$ cat src/cuckoo_filter_engine_assert.svh
// ----------------------------------------------------------------------------
// Cuckoo filter engine assertion macros
// Macros for the concurrent checks in the engine's RTL.
// ----------------------------------------------------------------------------
`ifndef CUCKOO_FILTER_ENGINE_ASSERT_SVH
`define CUCKOO_FILTER_ENGINE_ASSERT_SVH

// Same-cycle implication, checked at every rising clock edge outside reset.
`define CFE_ASSERT_NOW(label, clk, rst, ante, cons, msg) \
   label: assert property (@(posedge clk) disable iff (rst) (ante) |-> (cons)) \
      else $error(msg);

// Next-cycle implication, checked at every rising clock edge outside reset.
`define CFE_ASSERT_NEXT(label, clk, rst, ante, cons, msg) \
   label: assert property (@(posedge clk) disable iff (rst) (ante) |=> (cons)) \
      else $error(msg);

`endif

$ cat src/cfe_pkg.sv
// ----------------------------------------------------------------------------
// Cuckoo filter engine package
// Operation codes, hash constants and the 16-bit djb hash.
// ----------------------------------------------------------------------------
package cfe_pkg;

   // Width of a fingerprint and of a key.
   localparam int FP_W = 16;

   // Operation codes carried by a request beat.
   localparam logic [1:0] OP_LOOKUP = 2'd0;
   localparam logic [1:0] OP_INSERT = 2'd1;
   localparam logic [1:0] OP_CLEAR  = 2'd2;

   // djb hash constants.
   localparam int DJB_SEED  = 5381;
   localparam int DJB_MULT  = 33;
   localparam int HASH_MASK = 'hFFFF;

   // The seed passes through both multiply steps; fold it into one constant.
   localparam logic [15:0] DJB_BASE = 16'((DJB_SEED * DJB_MULT * DJB_MULT) & HASH_MASK);

   // djb hash over the two bytes of a 16-bit value, low byte first, kept to
   // 16 bits: base + 33 * low byte + high byte.
   function automatic logic [15:0] djb16(input logic [15:0] value);
      logic [15:0] lo_byte;
      logic [15:0] hi_byte;
      lo_byte = {8'd0, value[7:0]};
      hi_byte = {8'd0, value[15:8]};
      return DJB_BASE + (lo_byte << 5) + lo_byte + hi_byte;
   endfunction

endpackage

$ cat src/cfe_req_if.sv
// ----------------------------------------------------------------------------
// Cuckoo filter engine request channel
// Valid/ready channel that carries one operation beat.
// ----------------------------------------------------------------------------
interface cfe_req_if;
   logic        valid;
   logic        ready;
   logic [1:0]  operation;
   logic [15:0] key;
   logic        evict_first;

   modport source (output valid, output operation, output key, output evict_first,
                   input ready);
   modport sink   (input valid, input operation, input key, input evict_first,
                   output ready);
endinterface

$ cat src/cfe_rsp_if.sv
// ----------------------------------------------------------------------------
// Cuckoo filter engine response channel
// Valid/ready channel that carries one result beat.
// ----------------------------------------------------------------------------
interface cfe_rsp_if;
   logic        valid;
   logic        ready;
   logic        ok;
   logic [15:0] lost_fingerprint;

   modport source (output valid, output ok, output lost_fingerprint, input ready);
   modport sink   (input valid, input ok, input lost_fingerprint, output ready);
endinterface

$ cat src/cuckoo_filter_engine.sv
// ----------------------------------------------------------------------------
// Cuckoo filter engine
// Lookup, insert and clear on a cuckoo filter with one 16-bit fingerprint
// per bucket, kept in a single-port-read, single-port-write memory.
//
//   Channel   Dir   Beat contents
//   req_chan  in    operation, key, evict_first
//   rsp_chan  out   ok, lost_fingerprint
//   csr_*     in    relocation_limit (7 bits, written when csr_write_enable)
//
// A lookup or an insert into a free bucket passes through S_FP, S_RD1, S_RD2,
// S_DEC and S_RESP, then the response register; each victim relocation adds
// a read, then a swap (S_RREQ, S_RDAT), through the single memory read port.
// A clear sweeps the store, one bucket written a cycle, then gives a result.
// After reset the same clearing pass runs, with req_chan.ready low. One item
// is in work at a time; a waiting result beat holds the engine in its result
// state until rsp_chan.ready.
// ----------------------------------------------------------------------------
module cuckoo_filter_engine #(
   parameter int BUCKET_COUNT = 128
) (
   input  logic        clock,
   input  logic        reset,
   cfe_req_if.sink     req_chan,
   cfe_rsp_if.source   rsp_chan,
   input  logic        csr_write_enable,
   input  logic [6:0]  csr_write_data
);

   localparam int IDX_W = $clog2(BUCKET_COUNT);
   localparam logic [6:0] LIMIT_RESET = 7'd8;

   logic [6:0]       relocation_limit_ff, relocation_limit_in;
   logic             mem_we;
   logic [IDX_W-1:0] mem_waddr;
   logic [15:0]      mem_wdata;
   logic [IDX_W-1:0] mem_raddr;
   logic [15:0]      mem_rdata;

   // Relocation limit register.
   assign relocation_limit_in = csr_write_enable ? csr_write_data : relocation_limit_ff;

   always_ff @(posedge clock) begin
      if (reset) begin
         relocation_limit_ff <= LIMIT_RESET;
      end else begin
         relocation_limit_ff <= relocation_limit_in;
      end
   end

   // Bucket store.
   cfe_bucket_ram #(
      .DEPTH  (BUCKET_COUNT),
      .ADDR_W (IDX_W)
   ) u_ram (
      .clock   (clock),
      .wr_en   (mem_we),
      .wr_addr (mem_waddr),
      .wr_data (mem_wdata),
      .rd_addr (mem_raddr),
      .rd_data (mem_rdata)
   );

   // Sequencer.
   cfe_ctrl #(
      .BUCKET_COUNT (BUCKET_COUNT),
      .IDX_W        (IDX_W)
   ) u_ctrl (
      .clock            (clock),
      .reset            (reset),
      .req              (req_chan),
      .rsp              (rsp_chan),
      .relocation_limit (relocation_limit_ff),
      .mem_we           (mem_we),
      .mem_waddr        (mem_waddr),
      .mem_wdata        (mem_wdata),
      .mem_raddr        (mem_raddr),
      .mem_rdata        (mem_rdata)
   );

endmodule

$ cat src/cfe_bucket_ram.sv
// ----------------------------------------------------------------------------
// Cuckoo filter bucket memory
// One write port and one read port with registered read data.
// ----------------------------------------------------------------------------
module cfe_bucket_ram #(
   parameter int DEPTH  = 128,
   parameter int ADDR_W = 7
) (
   input  logic              clock,
   input  logic              wr_en,
   input  logic [ADDR_W-1:0] wr_addr,
   input  logic [15:0]       wr_data,
   input  logic [ADDR_W-1:0] rd_addr,
   output logic [15:0]       rd_data
);

   logic [15:0] store_ff [DEPTH];
   logic [15:0] rd_data_ff;

   // Write port.
   always_ff @(posedge clock) begin
      if (wr_en) begin
         store_ff[wr_addr] <= wr_data;
      end
   end

   // Read port; the data is registered and appears in the cycle after the address.
   always_ff @(posedge clock) begin
      rd_data_ff <= store_ff[rd_addr];
   end

   assign rd_data = rd_data_ff;

endmodule

$ cat src/cfe_ctrl.sv
// ----------------------------------------------------------------------------
// Cuckoo filter controller
// Sequencer that hashes a key, reads both candidate buckets, decides, walks
// the relocation chain through the bucket memory, and clears the store.
// ----------------------------------------------------------------------------
`include "cuckoo_filter_engine_assert.svh"

module cfe_ctrl #(
   parameter int BUCKET_COUNT = 128,
   parameter int IDX_W        = 7
) (
   input  logic             clock,
   input  logic             reset,
   cfe_req_if.sink          req,
   cfe_rsp_if.source        rsp,
   input  logic [6:0]       relocation_limit,
   output logic             mem_we,
   output logic [IDX_W-1:0] mem_waddr,
   output logic [15:0]      mem_wdata,
   output logic [IDX_W-1:0] mem_raddr,
   input  logic [15:0]      mem_rdata
);

   localparam logic [IDX_W-1:0] IDX_MASK = IDX_W'(BUCKET_COUNT - 1);
   localparam logic [IDX_W-1:0] IDX_LAST = IDX_W'(BUCKET_COUNT - 1);

   typedef enum logic [8:0] {
      S_CLEAR = 9'b000000001,
      S_IDLE  = 9'b000000010,
      S_FP    = 9'b000000100,
      S_RD1   = 9'b000001000,
      S_RD2   = 9'b000010000,
      S_DEC   = 9'b000100000,
      S_RREQ  = 9'b001000000,
      S_RDAT  = 9'b010000000,
      S_RESP  = 9'b100000000
   } state_type;

   state_type        state_ff, state_in;
   logic [IDX_W-1:0] clr_addr_ff, clr_addr_in;
   logic             clr_op_ff, clr_op_in;
   logic             rsp_valid_ff, rsp_valid_in;

   logic [1:0]       op_ff, op_in;
   logic [15:0]      key_ff, key_in;
   logic             evict_ff, evict_in;
   logic [15:0]      fp_ff, fp_in;
   logic [IDX_W-1:0] i1_ff, i1_in;
   logic [IDX_W-1:0] i2_ff, i2_in;
   logic [15:0]      b1_ff, b1_in;
   logic [IDX_W-1:0] vidx_ff, vidx_in;
   logic [15:0]      victim_ff, victim_in;
   logic [6:0]       count_ff, count_in;
   logic             res_ok_ff, res_ok_in;
   logic [15:0]      res_lost_ff, res_lost_in;
   logic             rsp_ok_ff, rsp_ok_in;
   logic [15:0]      rsp_lost_ff, rsp_lost_in;

   logic [15:0]      fp_calc;
   logic [15:0]      fp_hash;
   logic [15:0]      victim_hash;
   logic [IDX_W-1:0] i1_calc;
   logic [IDX_W-1:0] i2_calc;
   logic [IDX_W-1:0] alt_idx;
   logic [7:0]       count_next;
   logic             limit_reached;
   logic             out_free;
   logic             rsp_load;

   // Hashes and bucket indexes, each taken from a registered value.
   assign fp_calc       = cfe_pkg::djb16(key_ff);
   assign fp_hash       = cfe_pkg::djb16(fp_ff);
   assign victim_hash   = cfe_pkg::djb16(victim_ff);
   assign i1_calc       = fp_ff[IDX_W-1:0] & IDX_MASK;
   assign i2_calc       = (i1_calc ^ (fp_hash[IDX_W-1:0] & IDX_MASK)) & IDX_MASK;
   assign alt_idx       = (vidx_ff ^ (victim_hash[IDX_W-1:0] & IDX_MASK)) & IDX_MASK;
   assign count_next    = {1'b0, count_ff} + 8'd1;
   assign limit_reached = count_next >= {1'b0, relocation_limit};
   assign out_free      = !rsp_valid_ff || rsp.ready;

   assign req.ready            = (state_ff == S_IDLE);
   assign rsp.valid            = rsp_valid_ff;
   assign rsp.ok               = rsp_ok_ff;
   assign rsp.lost_fingerprint = rsp_lost_ff;

   // Sequencer.
   always_comb begin
      state_in    = state_ff;
      clr_addr_in = clr_addr_ff;
      clr_op_in   = clr_op_ff;
      op_in       = op_ff;
      key_in      = key_ff;
      evict_in    = evict_ff;
      fp_in       = fp_ff;
      i1_in       = i1_ff;
      i2_in       = i2_ff;
      b1_in       = b1_ff;
      vidx_in     = vidx_ff;
      victim_in   = victim_ff;
      count_in    = count_ff;
      res_ok_in   = res_ok_ff;
      res_lost_in = res_lost_ff;
      rsp_load    = 1'b0;
      mem_we      = 1'b0;
      mem_waddr   = vidx_ff;
      mem_wdata   = '0;
      mem_raddr   = i1_calc;

      unique case (state_ff)
         S_CLEAR: begin
            // Sweep zeros through the store, one bucket a cycle.
            mem_we      = 1'b1;
            mem_waddr   = clr_addr_ff;
            clr_addr_in = clr_addr_ff + 1'b1;
            if (clr_addr_ff == IDX_LAST) begin
               clr_addr_in = '0;
               clr_op_in   = 1'b0;
               if (clr_op_ff) begin
                  res_ok_in   = 1'b1;
                  res_lost_in = '0;
                  state_in    = S_RESP;
               end else begin
                  state_in = S_IDLE;
               end
            end
         end

         S_IDLE: begin
            if (req.valid) begin
               op_in    = req.operation;
               key_in   = req.key;
               evict_in = req.evict_first;
               unique case (req.operation)
                  cfe_pkg::OP_LOOKUP, cfe_pkg::OP_INSERT: begin
                     state_in = S_FP;
                  end
                  cfe_pkg::OP_CLEAR: begin
                     clr_op_in = 1'b1;
                     state_in  = S_CLEAR;
                  end
                  default: begin
                     res_ok_in   = 1'b0;
                     res_lost_in = '0;
                     state_in    = S_RESP;
                  end
               endcase
            end
         end

         S_FP: begin
            fp_in    = fp_calc;
            state_in = S_RD1;
         end

         S_RD1: begin
            // Read the first candidate.
            mem_raddr = i1_calc;
            i1_in     = i1_calc;
            i2_in     = i2_calc;
            state_in  = S_RD2;
         end

         S_RD2: begin
            // Read the second candidate while the first arrives.
            mem_raddr = i2_ff;
            b1_in     = mem_rdata;
            state_in  = S_DEC;
         end

         S_DEC: begin
            res_lost_in = '0;
            state_in    = S_RESP;
            if (op_ff == cfe_pkg::OP_LOOKUP) begin
               res_ok_in = (b1_ff == fp_ff) || (mem_rdata == fp_ff);
            end else if (b1_ff == '0) begin
               mem_we    = 1'b1;
               mem_waddr = i1_ff;
               mem_wdata = fp_ff;
               res_ok_in = 1'b1;
            end else if (mem_rdata == '0) begin
               mem_we    = 1'b1;
               mem_waddr = i2_ff;
               mem_wdata = fp_ff;
               res_ok_in = 1'b1;
            end else begin
               // Both full: place the new fingerprint and start the chain.
               vidx_in   = evict_ff ? i1_ff : i2_ff;
               victim_in = evict_ff ? b1_ff : mem_rdata;
               mem_we    = 1'b1;
               mem_waddr = vidx_in;
               mem_wdata = fp_ff;
               count_in  = '0;
               state_in  = S_RREQ;
            end
         end

         S_RREQ: begin
            // Read the victim's alternate bucket; the last write has landed.
            mem_raddr = alt_idx;
            vidx_in   = alt_idx;
            state_in  = S_RDAT;
         end

         S_RDAT: begin
            // Swap the victim in and carry out the old occupant.
            mem_we    = 1'b1;
            mem_waddr = vidx_ff;
            mem_wdata = victim_ff;
            victim_in = mem_rdata;
            count_in  = count_next[6:0];
            if (mem_rdata == '0) begin
               res_ok_in   = 1'b1;
               res_lost_in = '0;
               state_in    = S_RESP;
            end else if (limit_reached) begin
               res_ok_in   = 1'b0;
               res_lost_in = mem_rdata;
               state_in    = S_RESP;
            end else begin
               state_in = S_RREQ;
            end
         end

         S_RESP: begin
            if (out_free) begin
               rsp_load = 1'b1;
               state_in = S_IDLE;
            end
         end

         default: begin
            state_in = S_IDLE;
         end
      endcase
   end

   // Output register.
   always_comb begin
      rsp_valid_in = rsp_valid_ff;
      rsp_ok_in    = rsp_ok_ff;
      rsp_lost_in  = rsp_lost_ff;
      if (rsp_load) begin
         rsp_valid_in = 1'b1;
         rsp_ok_in    = res_ok_ff;
         rsp_lost_in  = res_lost_ff;
      end else if (rsp.ready) begin
         rsp_valid_in = 1'b0;
      end
   end

   // Control registers.
   always_ff @(posedge clock) begin
      if (reset) begin
         state_ff     <= S_CLEAR;
         clr_addr_ff  <= '0;
         clr_op_ff    <= 1'b0;
         rsp_valid_ff <= 1'b0;
      end else begin
         state_ff     <= state_in;
         clr_addr_ff  <= clr_addr_in;
         clr_op_ff    <= clr_op_in;
         rsp_valid_ff <= rsp_valid_in;
      end
   end

   // Payload registers.
   always_ff @(posedge clock) begin
      op_ff       <= op_in;
      key_ff      <= key_in;
      evict_ff    <= evict_in;
      fp_ff       <= fp_in;
      i1_ff       <= i1_in;
      i2_ff       <= i2_in;
      b1_ff       <= b1_in;
      vidx_ff     <= vidx_in;
      victim_ff   <= victim_in;
      count_ff    <= count_in;
      res_ok_ff   <= res_ok_in;
      res_lost_ff <= res_lost_in;
      rsp_ok_ff   <= rsp_ok_in;
      rsp_lost_ff <= rsp_lost_in;
   end

   // The store is never written while the engine waits for work.
   `CFE_ASSERT_NOW(a_idle_no_write, clock, reset, state_ff == S_IDLE, !mem_we, "write while idle")
   // An accepted beat always starts work.
   `CFE_ASSERT_NEXT(a_accept_leaves_idle, clock, reset, req.valid && req.ready, state_ff != S_IDLE, "accept did not start work")
   // The relocation count stays below the limit, or at zero, while the chain runs.
   `CFE_ASSERT_NOW(a_count_bound, clock, reset, state_ff == S_RDAT, count_ff == '0 || count_ff < relocation_limit, "relocation count beyond limit")
   // A finished result reaches the response register.
   `CFE_ASSERT_NEXT(a_result_shown, clock, reset, state_ff == S_RESP && out_free, rsp_valid_ff, "result not presented")

endmodule
$ cat src/flat_wrapper.sv
// flat-port wrapper written by rule: the top's interface ports become plain ports
module cuckoo_filter_engine_flat 
#(
   parameter int BUCKET_COUNT = 128
)
  (clock, reset, csr_write_enable, csr_write_data, req_chan_valid, req_chan_operation, req_chan_key, req_chan_evict_first, req_chan_ready, rsp_chan_valid, rsp_chan_ok, rsp_chan_lost_fingerprint, rsp_chan_ready);
  cfe_req_if req_chan_i ();
  cfe_rsp_if rsp_chan_i ();
  input  logic clock;
  input  logic reset;
  input  logic csr_write_enable;
  input  logic [6:0] csr_write_data;
  input wire logic [$bits(req_chan_i.valid)-1:0] req_chan_valid;
  input wire logic [$bits(req_chan_i.operation)-1:0] req_chan_operation;
  input wire logic [$bits(req_chan_i.key)-1:0] req_chan_key;
  input wire logic [$bits(req_chan_i.evict_first)-1:0] req_chan_evict_first;
  output wire logic [$bits(req_chan_i.ready)-1:0] req_chan_ready;
  output wire logic [$bits(rsp_chan_i.valid)-1:0] rsp_chan_valid;
  output wire logic [$bits(rsp_chan_i.ok)-1:0] rsp_chan_ok;
  output wire logic [$bits(rsp_chan_i.lost_fingerprint)-1:0] rsp_chan_lost_fingerprint;
  input wire logic [$bits(rsp_chan_i.ready)-1:0] rsp_chan_ready;
  assign req_chan_i.valid = req_chan_valid;
  assign req_chan_i.operation = req_chan_operation;
  assign req_chan_i.key = req_chan_key;
  assign req_chan_i.evict_first = req_chan_evict_first;
  assign req_chan_ready = req_chan_i.ready;
  assign rsp_chan_valid = rsp_chan_i.valid;
  assign rsp_chan_ok = rsp_chan_i.ok;
  assign rsp_chan_lost_fingerprint = rsp_chan_i.lost_fingerprint;
  assign rsp_chan_i.ready = rsp_chan_ready;
  cuckoo_filter_engine #(.BUCKET_COUNT(BUCKET_COUNT)) u_core (.clock(clock), .reset(reset), .req_chan(req_chan_i), .rsp_chan(rsp_chan_i), .csr_write_enable(csr_write_enable), .csr_write_data(csr_write_data));
endmodule
$ cat config.mk
export PLATFORM = sky130hd
export DESIGN_NAME = cuckoo_filter_engine_flat
export DESIGN_NICKNAME = d
export VERILOG_FILES = /design/src/cfe_pkg.sv /design/src/cfe_req_if.sv /design/src/cfe_rsp_if.sv /design/src/cuckoo_filter_engine.sv /design/src/cfe_bucket_ram.sv /design/src/cfe_ctrl.sv /design/src/flat_wrapper.sv
export VERILOG_INCLUDE_DIRS = /design/src /design/src/src
export SDC_FILE = /design/constraint.sdc
export NUM_CORES = 2
export LEC_CHECK = 0
export BUFFER_PORTS_ARGS = -buffer_cell sky130_fd_sc_hd__buf_2
export CAP_MARGIN = 25
export CORE_MARGIN = 2
export CORE_UTILIZATION = 40
export CTS_CLUSTER_DIAMETER = 40
export DETAILED_ROUTE_END_ITERATION = 7
export GPL_ROUTABILITY_DRIVEN = 0
export MAX_ROUTING_LAYER = met4
export SLEW_MARGIN = 30
export SYNTH_ARGS = -nofsm -noshare
export SYNTH_HDL_FRONTEND = slang
export SYNTH_HIERARCHICAL = 1
export SYNTH_SLANG_ARGS = --single-unit
$ cat constraint.sdc
create_clock -name clock -period 6.9 [get_ports clock]
set_input_delay 0.345 -clock clock [delete_from_list [all_inputs] [get_ports clock]]
set_output_delay 0.345 -clock clock [all_outputs]
set_load 0.02 [all_outputs]
Word-level counts from Yosys, hierarchy flattened
Memories as Yosys holds them, arrays and structs flattened. A register that Yosys moved wholly into a read port is not among the register bits.
Index checks and enable logic that the tools add are counted.
W data, S select, Z words.
Storage, ports and cells
  bits in writable memories: 2048
  flip-flop bits (word level): 154
  latch bits: 0
  ROM bits: 0
  memories: 1
  bits of input ports: 31
  output and inout bits: 19
  word-level logic and storage cells: 143
Memory list
  u_core.u_ram.store_ff: words 128, width 16, rd ports 1, clocked after Yosys merged registers in 1, write ports 1, line cfe_bucket_ram.sv:17  | logic [15:0] store_ff [DEPTH];
Cells by class
  add/subtract/negate cells: 11
  divide/modulo/power cells: 0
  mux-type cells: 62
  $mul: 0
  shifts and indexed selects: 0
  reduce and logical (&&, ||, !) cells: 22
  magnitude comparators: 1
  equality and inequality tests: 25
  bitwise operators: 2
Operators by type and width (count)
  $mux W16: 11
  $mux W9: 9
  $pmux W9 S9: 1
  $mux W7: 11
  $pmux W16 S2: 2
  $pmux W16 S4: 1
  $pmux W7 S2: 4
  $add A16 B8 Y16: 2
  $eq A16 B16 Y1: 2
  $logic_not A16 Y1: 2
  $add A7 B7 Y7: 4
  $mux W1: 19
  $pmux W9 S2: 1
  $add A15 B13 Y16 const A: 1
  $ne A2 B2 Y1 const B: 8
  $add A7 B7 Y7 const A: 2
  $xor A7 B7 Y7: 2
  $reduce_and A4 Y1: 3
  $eq A9 B1 Y1 const B: 1
  $eq A9 B2 Y1 const B: 1
  $eq A9 B3 Y1 const B: 1
  $eq A9 B4 Y1 const B: 1
  $eq A9 B5 Y1 const B: 1
  $eq A9 B6 Y1 const B: 1
  25 further kinds: 32

Depth between registers and ports, before layout
  depth after elaboration: 5
  gate-level depth with buffers: 16
  gate-level depth less buffers: 15

Modules after synthesis
The synthesis kept the hierarchy.
By module, submodules not included
  cfe_bucket_ram: instances 1, area each 78522.8 sq um, cells an instance 3086
  cfe_ctrl: instances 1, area each 8176.6 sq um, cells an instance 672
  cuckoo_filter_engine: instances 1, area each 251.5 sq um, cells an instance 22

Worst setup path before layout
OpenSTA, ideal clock, no wires.
  path type: register to register
  from: register u_core.u_ctrl.state_ff[2]
  to: memory u_core.u_ram.store_ff[0][13] (data pin)
  cell stages (with the launch flop): 6
  arrival time: 6.183 ns
  setup slack: -0.481 ns
  cell sequence: dfxtp_1 > buf_4 > nor4_4 > nand4b_1 > clkbuf_1 > o21ai_0
On the way
  word-level cells in the longest chain between the ends: 2
Ends and longest elaborated chain
  from (decl): line cfe_ctrl.sv:39  | state_type state_ff, state_in;
  from (signal assigned): line cfe_ctrl.sv:259  | state_ff <= state_in;
  $eq A9 B8 Y1 / $eq A9 B6 Y1 (equally long branches): line cfe_ctrl.sv:109  | unique case (state_ff)
  $pmux W16 S2 *: line cfe_ctrl.sv:109
  net u_core.mem_wdata[13]: line cuckoo_filter_engine.sv:36  | logic [15:0] mem_wdata;
  to (decl): line cfe_bucket_ram.sv:17
The timed path passes the listed nets; every way through them passes the cells marked *.

Worst setup path in the final report
  from: register u_core.u_ctrl.state_ff[7]
  to: register u_core.u_ram.rd_data_ff[14], in the netlist u_core/u_ram/rd_data[14] (read register of u_core.u_ram.store_ff)
On the way
  word-level cells in the longest chain between the ends: 2
Ends and longest elaborated chain
  $eq A9 B7 Y1 / $eq A9 B5 Y1 (equally long branches): line cfe_ctrl.sv:109
  $pmux W7 S2 *: line cfe_ctrl.sv:109
  net u_core.mem_raddr[0]: line cuckoo_filter_engine.sv:37  | logic [IDX_W-1:0] mem_raddr;
  to (decl): line cfe_bucket_ram.sv:18  | logic [15:0] rd_data_ff;
Marked as above.
A chain may end at the register's enable or synchronous reset.

==> results.sh <==
export IMPL_status="finished, final reports clean"
export IMPL_reg2reg_depth=10
export IMPL_synthCells=3780
export IMPL_floorplan_core_area_um2=216500
export IMPL_ys_seq_elements=2218
export IMPL_dp_hpwl_um=125300
export IMPL_post_synth_top_cells="2177 x edfxtp_1, 672 x mux4_2, 152 x nor2_1, 95 x clkbuf_1, 63 x buf_2"
export IMPL_cts_inserted_buffers=290
export IMPL_synth_lib_cells_used_distinct=68
export IMPL_max_slew_margin_rel=0.3564
export IMPL_wl_um=216700
export IMPL_timing_hold_worst_start="req_chan_key[0]"
export IMPL_tightest_slew_ns=0.9654
export IMPL_timing_max_transition_violations_final=0
export IMPL_syn_mean_instance_area_um2=23.00
export IMPL_grt_antenna_before_repair=11
export IMPL_height_of_the_chip_um=470.2
export IMPL_class_of_the_tightest_hold_or_removal_check="in -> reg"
export IMPL_placement_cell_area_um2=92150
export IMPL_grt_util_all_layers=0.2004
export IMPL_seq_area_frac_synth=0.7613
export IMPL_total_switching_power_w=0.006702
export IMPL_hold_viol=0
export IMPL_drt_iter0_drcs=4867
export IMPL_swShare=0.2148
export IMPL_internal_power_w=0.02450
export IMPL_setup_viol_count_final=0
export IMPL_worstPathMaxFanout=72
export IMPL_clock_tree_htree_level_count=5
export IMPL_power_clock_fraction=0.467
export IMPL_flow_area_growth_from_synthesis_pct=17.16
export IMPL_post_route_min_period_ns=5.166
export IMPL_synth_async_sr_flop_share=0
export IMPL_regToRegSetupSlack_ns=1.73
export IMPL_gr_total_overflow=0
export IMPL_power_leakage_nw=27.20
export IMPL_cts_max_path_buffers=4
export IMPL_max_cap_violations=0
export IMPL_worst_ep_arrival_time_ns=5.93
export IMPL_grt_pass1_vias=41850
export IMPL_synth_top_cells_by_area="edfxtp_1 75%, mux4_2 17%, dfxtp_1 0.94%"
export IMPL_yosysWarnings=6
export IMPL_setup_worst_path_class="reg -> reg"
export IMPL_worst_setup_path_end_kind="flip-flop"
export IMPL_synth_enable_flop_cells=2177
export IMPL_first_pass_grt_wire_length_um=308500
export IMPL_r2r_start="u_core/u_ctrl/state_ff[7]"
export IMPL_start_util=0.4016
export IMPL_placementRows=171
export IMPL_root_buffer="clkbuf_16"
export IMPL_insertion_delay_ns=0.93
export IMPL_vdd_ir_drop_worst_v=0.0003001
export IMPL_drc=0
export IMPL_worst_hold_margin_ns=0.1378
export IMPL_mappedNetlistArea_um2=86950
export IMPL_floorplan_die_width_um=470.2
export IMPL_pwr_share_seq=0.489
export IMPL_routed_via_density=5.729
export IMPL_dieArea_um2=221100
export IMPL_finish_net_count=4284
export IMPL_mappedNetlistNets=3880
export IMPL_synthDominantAreaCellType="edfxtp_1"
export IMPL_final_area_um2=101900
export IMPL_final_period_utilization=0.7487
export IMPL_cts_sinks=2218
export IMPL_startpoint="u_core/u_ctrl/state_ff[7]"
export IMPL_crit_path_start_kind="flip-flop"
export IMPL_io_pins=50
export IMPL_tritoncts="done"
export IMPL_drt_pre_antenna_iters=8
export IMPL_clock_skew_final_ns=0.06992
export IMPL_library_cell_with_the_highest_instance_count_after_synthesis="edfxtp_1"
export IMPL_pwr_share_comb=0.043
export IMPL_timing_hold_worst_path_depth=2
export IMPL_wl_cell_um=29.93
export IMPL_fmax_mhz=193.6
export IMPL_placement_io_buffers=49
export IMPL_clkTransAtPathRegs_ns=0.06
export IMPL_post_cts_setup_buffer_count=0
export IMPL_yosys_most_used_dff="edfxtp_1"
export IMPL_synth_largest_type_area_fraction=0.7518
export IMPL_pin_count_of_the_biggest_net_entering_global_routing=97
export IMPL_antenna_violating_nets_post_route=0
export IMPL_rsz0062_at_grt="no"
export IMPL_layout_drive_gt1_share=0.3350
export IMPL_detailroute_via_count=41480
export IMPL_worstPathRequired_ns=7.67
export IMPL_powerDensity_nw_per_um2=306.3
==> power groups by stage <==
stage | logic, W | registers (W) | clock network (W)
after floorplan | 0.000781 | 0.0155 | 0
after global placement | 0.00132 | 0.0155 | 0
after detailed placement | 0.00133 | 0.0155 | 0
after CTS | 0.00135 | 0.0153 | 0.0148
after global routing | 0.00143 | 0.0153 | 0.0154
final | 0.00135 | 0.0153 | 0.0146
==> cells in the final DEF (no fill, tap or decap), types with 6 or more instances in the layout <==
cell           instances
xnor2_1               58
buf_4                192
inv_6                 29
a22o_4                10
clkinvlp_4            21
dfxtp_1               41
a21oi_1               22
ha_1                  61
buf_12                23
mux2_2                32
o21bai_1               6
clkinv_4              21
mux2i_1               20
dlygate4sd3_1         39
o21ai_0               11
edfxtp_1            2177
xor2_1                22
nand3_1               22
and3_1                24
clkbuf_16            295
nor2_1               141
mux4_2               672
nor2b_1                8
inv_1                 50
nor2_2                14
inv_8                  6
and2_1                10
fa_1                   8
bufinv_16             28
nand4_1               17
clkbuf_1              29
buf_2                 49
clkinv_2              27
nand2_1               48
nor3_2                 9
nor4_1                12
clkinv_1              29
a21o_1                 6
==> cell type report <==
cell class | count | area (µm²)
well taps | 2854 | 3571
inverters | 50 | 187.7
flip-flops and latches | 2218 | 66190
diodes | 4 | 10.01
clock buffers | 325 | 7505
clock inverters | 165 | 1813
repair buffers | 305 | 2560
fillers | 17580 | 114600
multi-input cells | 1319 | 20040
==> worst max-delay path: stages (launching register included) <==
cell and delay (ns):
dfxtp_1 0.41, nor2_2 0.30, and2_1 0.24, nand4b_1 0.37
nor2_1 0.30, a221o_4 0.52, buf_12 0.50, mux4_2 0.59
mux4_2 0.60, mux4_2 0.63, mux2_2 0.40
==> layer usage <==
metal  up-vias  global-route usage  wire length [µm]
li1      16900                   -                 -
met1     22560              0.2780             91250
met2      1691              0.3029            102000
met3       335             0.04108             17840
met4         0             0.05542              5571
met5         -                   -                 0
==> timing repair <==
item	in CTS	in global routing
hold buffers	39	0
gates resized for setup	0	0
hold endpoints to repair	37	0
==> path summary, 6_finish.rpt <==
check,endpoint
setup / recovery,u_core/u_ram/rd_data[14]
hold / removal,u_core/u_ctrl/key_ff[0]
setup reg to reg,u_core/u_ram/rd_data[14]
hold reg to reg,u_core/u_ctrl/rsp.lost_fingerprint[1]
==> kinds of logic after synthesis <==
group / after synthesis / synth area share
flip-flops: 2218 / 0.7613
multiplexers: 724 / 0.1805
AND/OR/NAND/NOR: 349 / 0.01986
buffers and inverters: 243 / 0.01186
AO/OA/AOI/OAI: 97 / 0.007828
XOR/XNOR: 80 / 0.008058
adder cells (fa/ha/maj): 69 / 0.01062
==> flip-flops by register name, summed over array words and instances (netlist names), 2 cells and up <==
register and cells:
u_core/u_ctrl/state_ff 9, u_core/u_ram/store_ff 2048, u_core/u_ctrl/i1_ff 7, u_core/u_ctrl/res_lost_ff 16, u_core/u_ctrl/count_ff 7, u_core/u_ctrl/op_ff 2
u_core/u_ctrl/rsp.lost_fingerprint 16, u_core/u_ctrl/key_ff 16, u_core/u_ctrl/victim_ff 16, u_core/u_ctrl/vidx_ff 7, u_core/u_ctrl/clr_addr_ff 7, u_core/u_ram/rd_data 16
u_core/u_ctrl/fp_ff 16, u_core/relocation_limit_ff 7, u_core/u_ctrl/b1_ff 16, u_core/u_ctrl/i2_ff 7
==> through the flow <==
| step | TNS, ns | power (W) | instances | utilization | setup WS (ns) |
|---|---|---|---|---|---|
| floorplan | -123.06 | 0.01627 | 3780 | - | -0.4807 |
| global placement | 0 | 0.01683 | 6707 | 0.4256 | 1.806 |
| detailed placement | 0 | 0.01687 | 6707 | 0.4256 | 1.748 |
| CTS | 0 | 0.03145 | 7236 | 0.4704 | 1.740 |
| global route | 0 | 0.03210 | 7238 | 0.4705 | 1.491 |
| finish | 0 | 0.03120 | 7240 | 0.4705 | 1.734 |
Power figures use the tool's default switching activity.
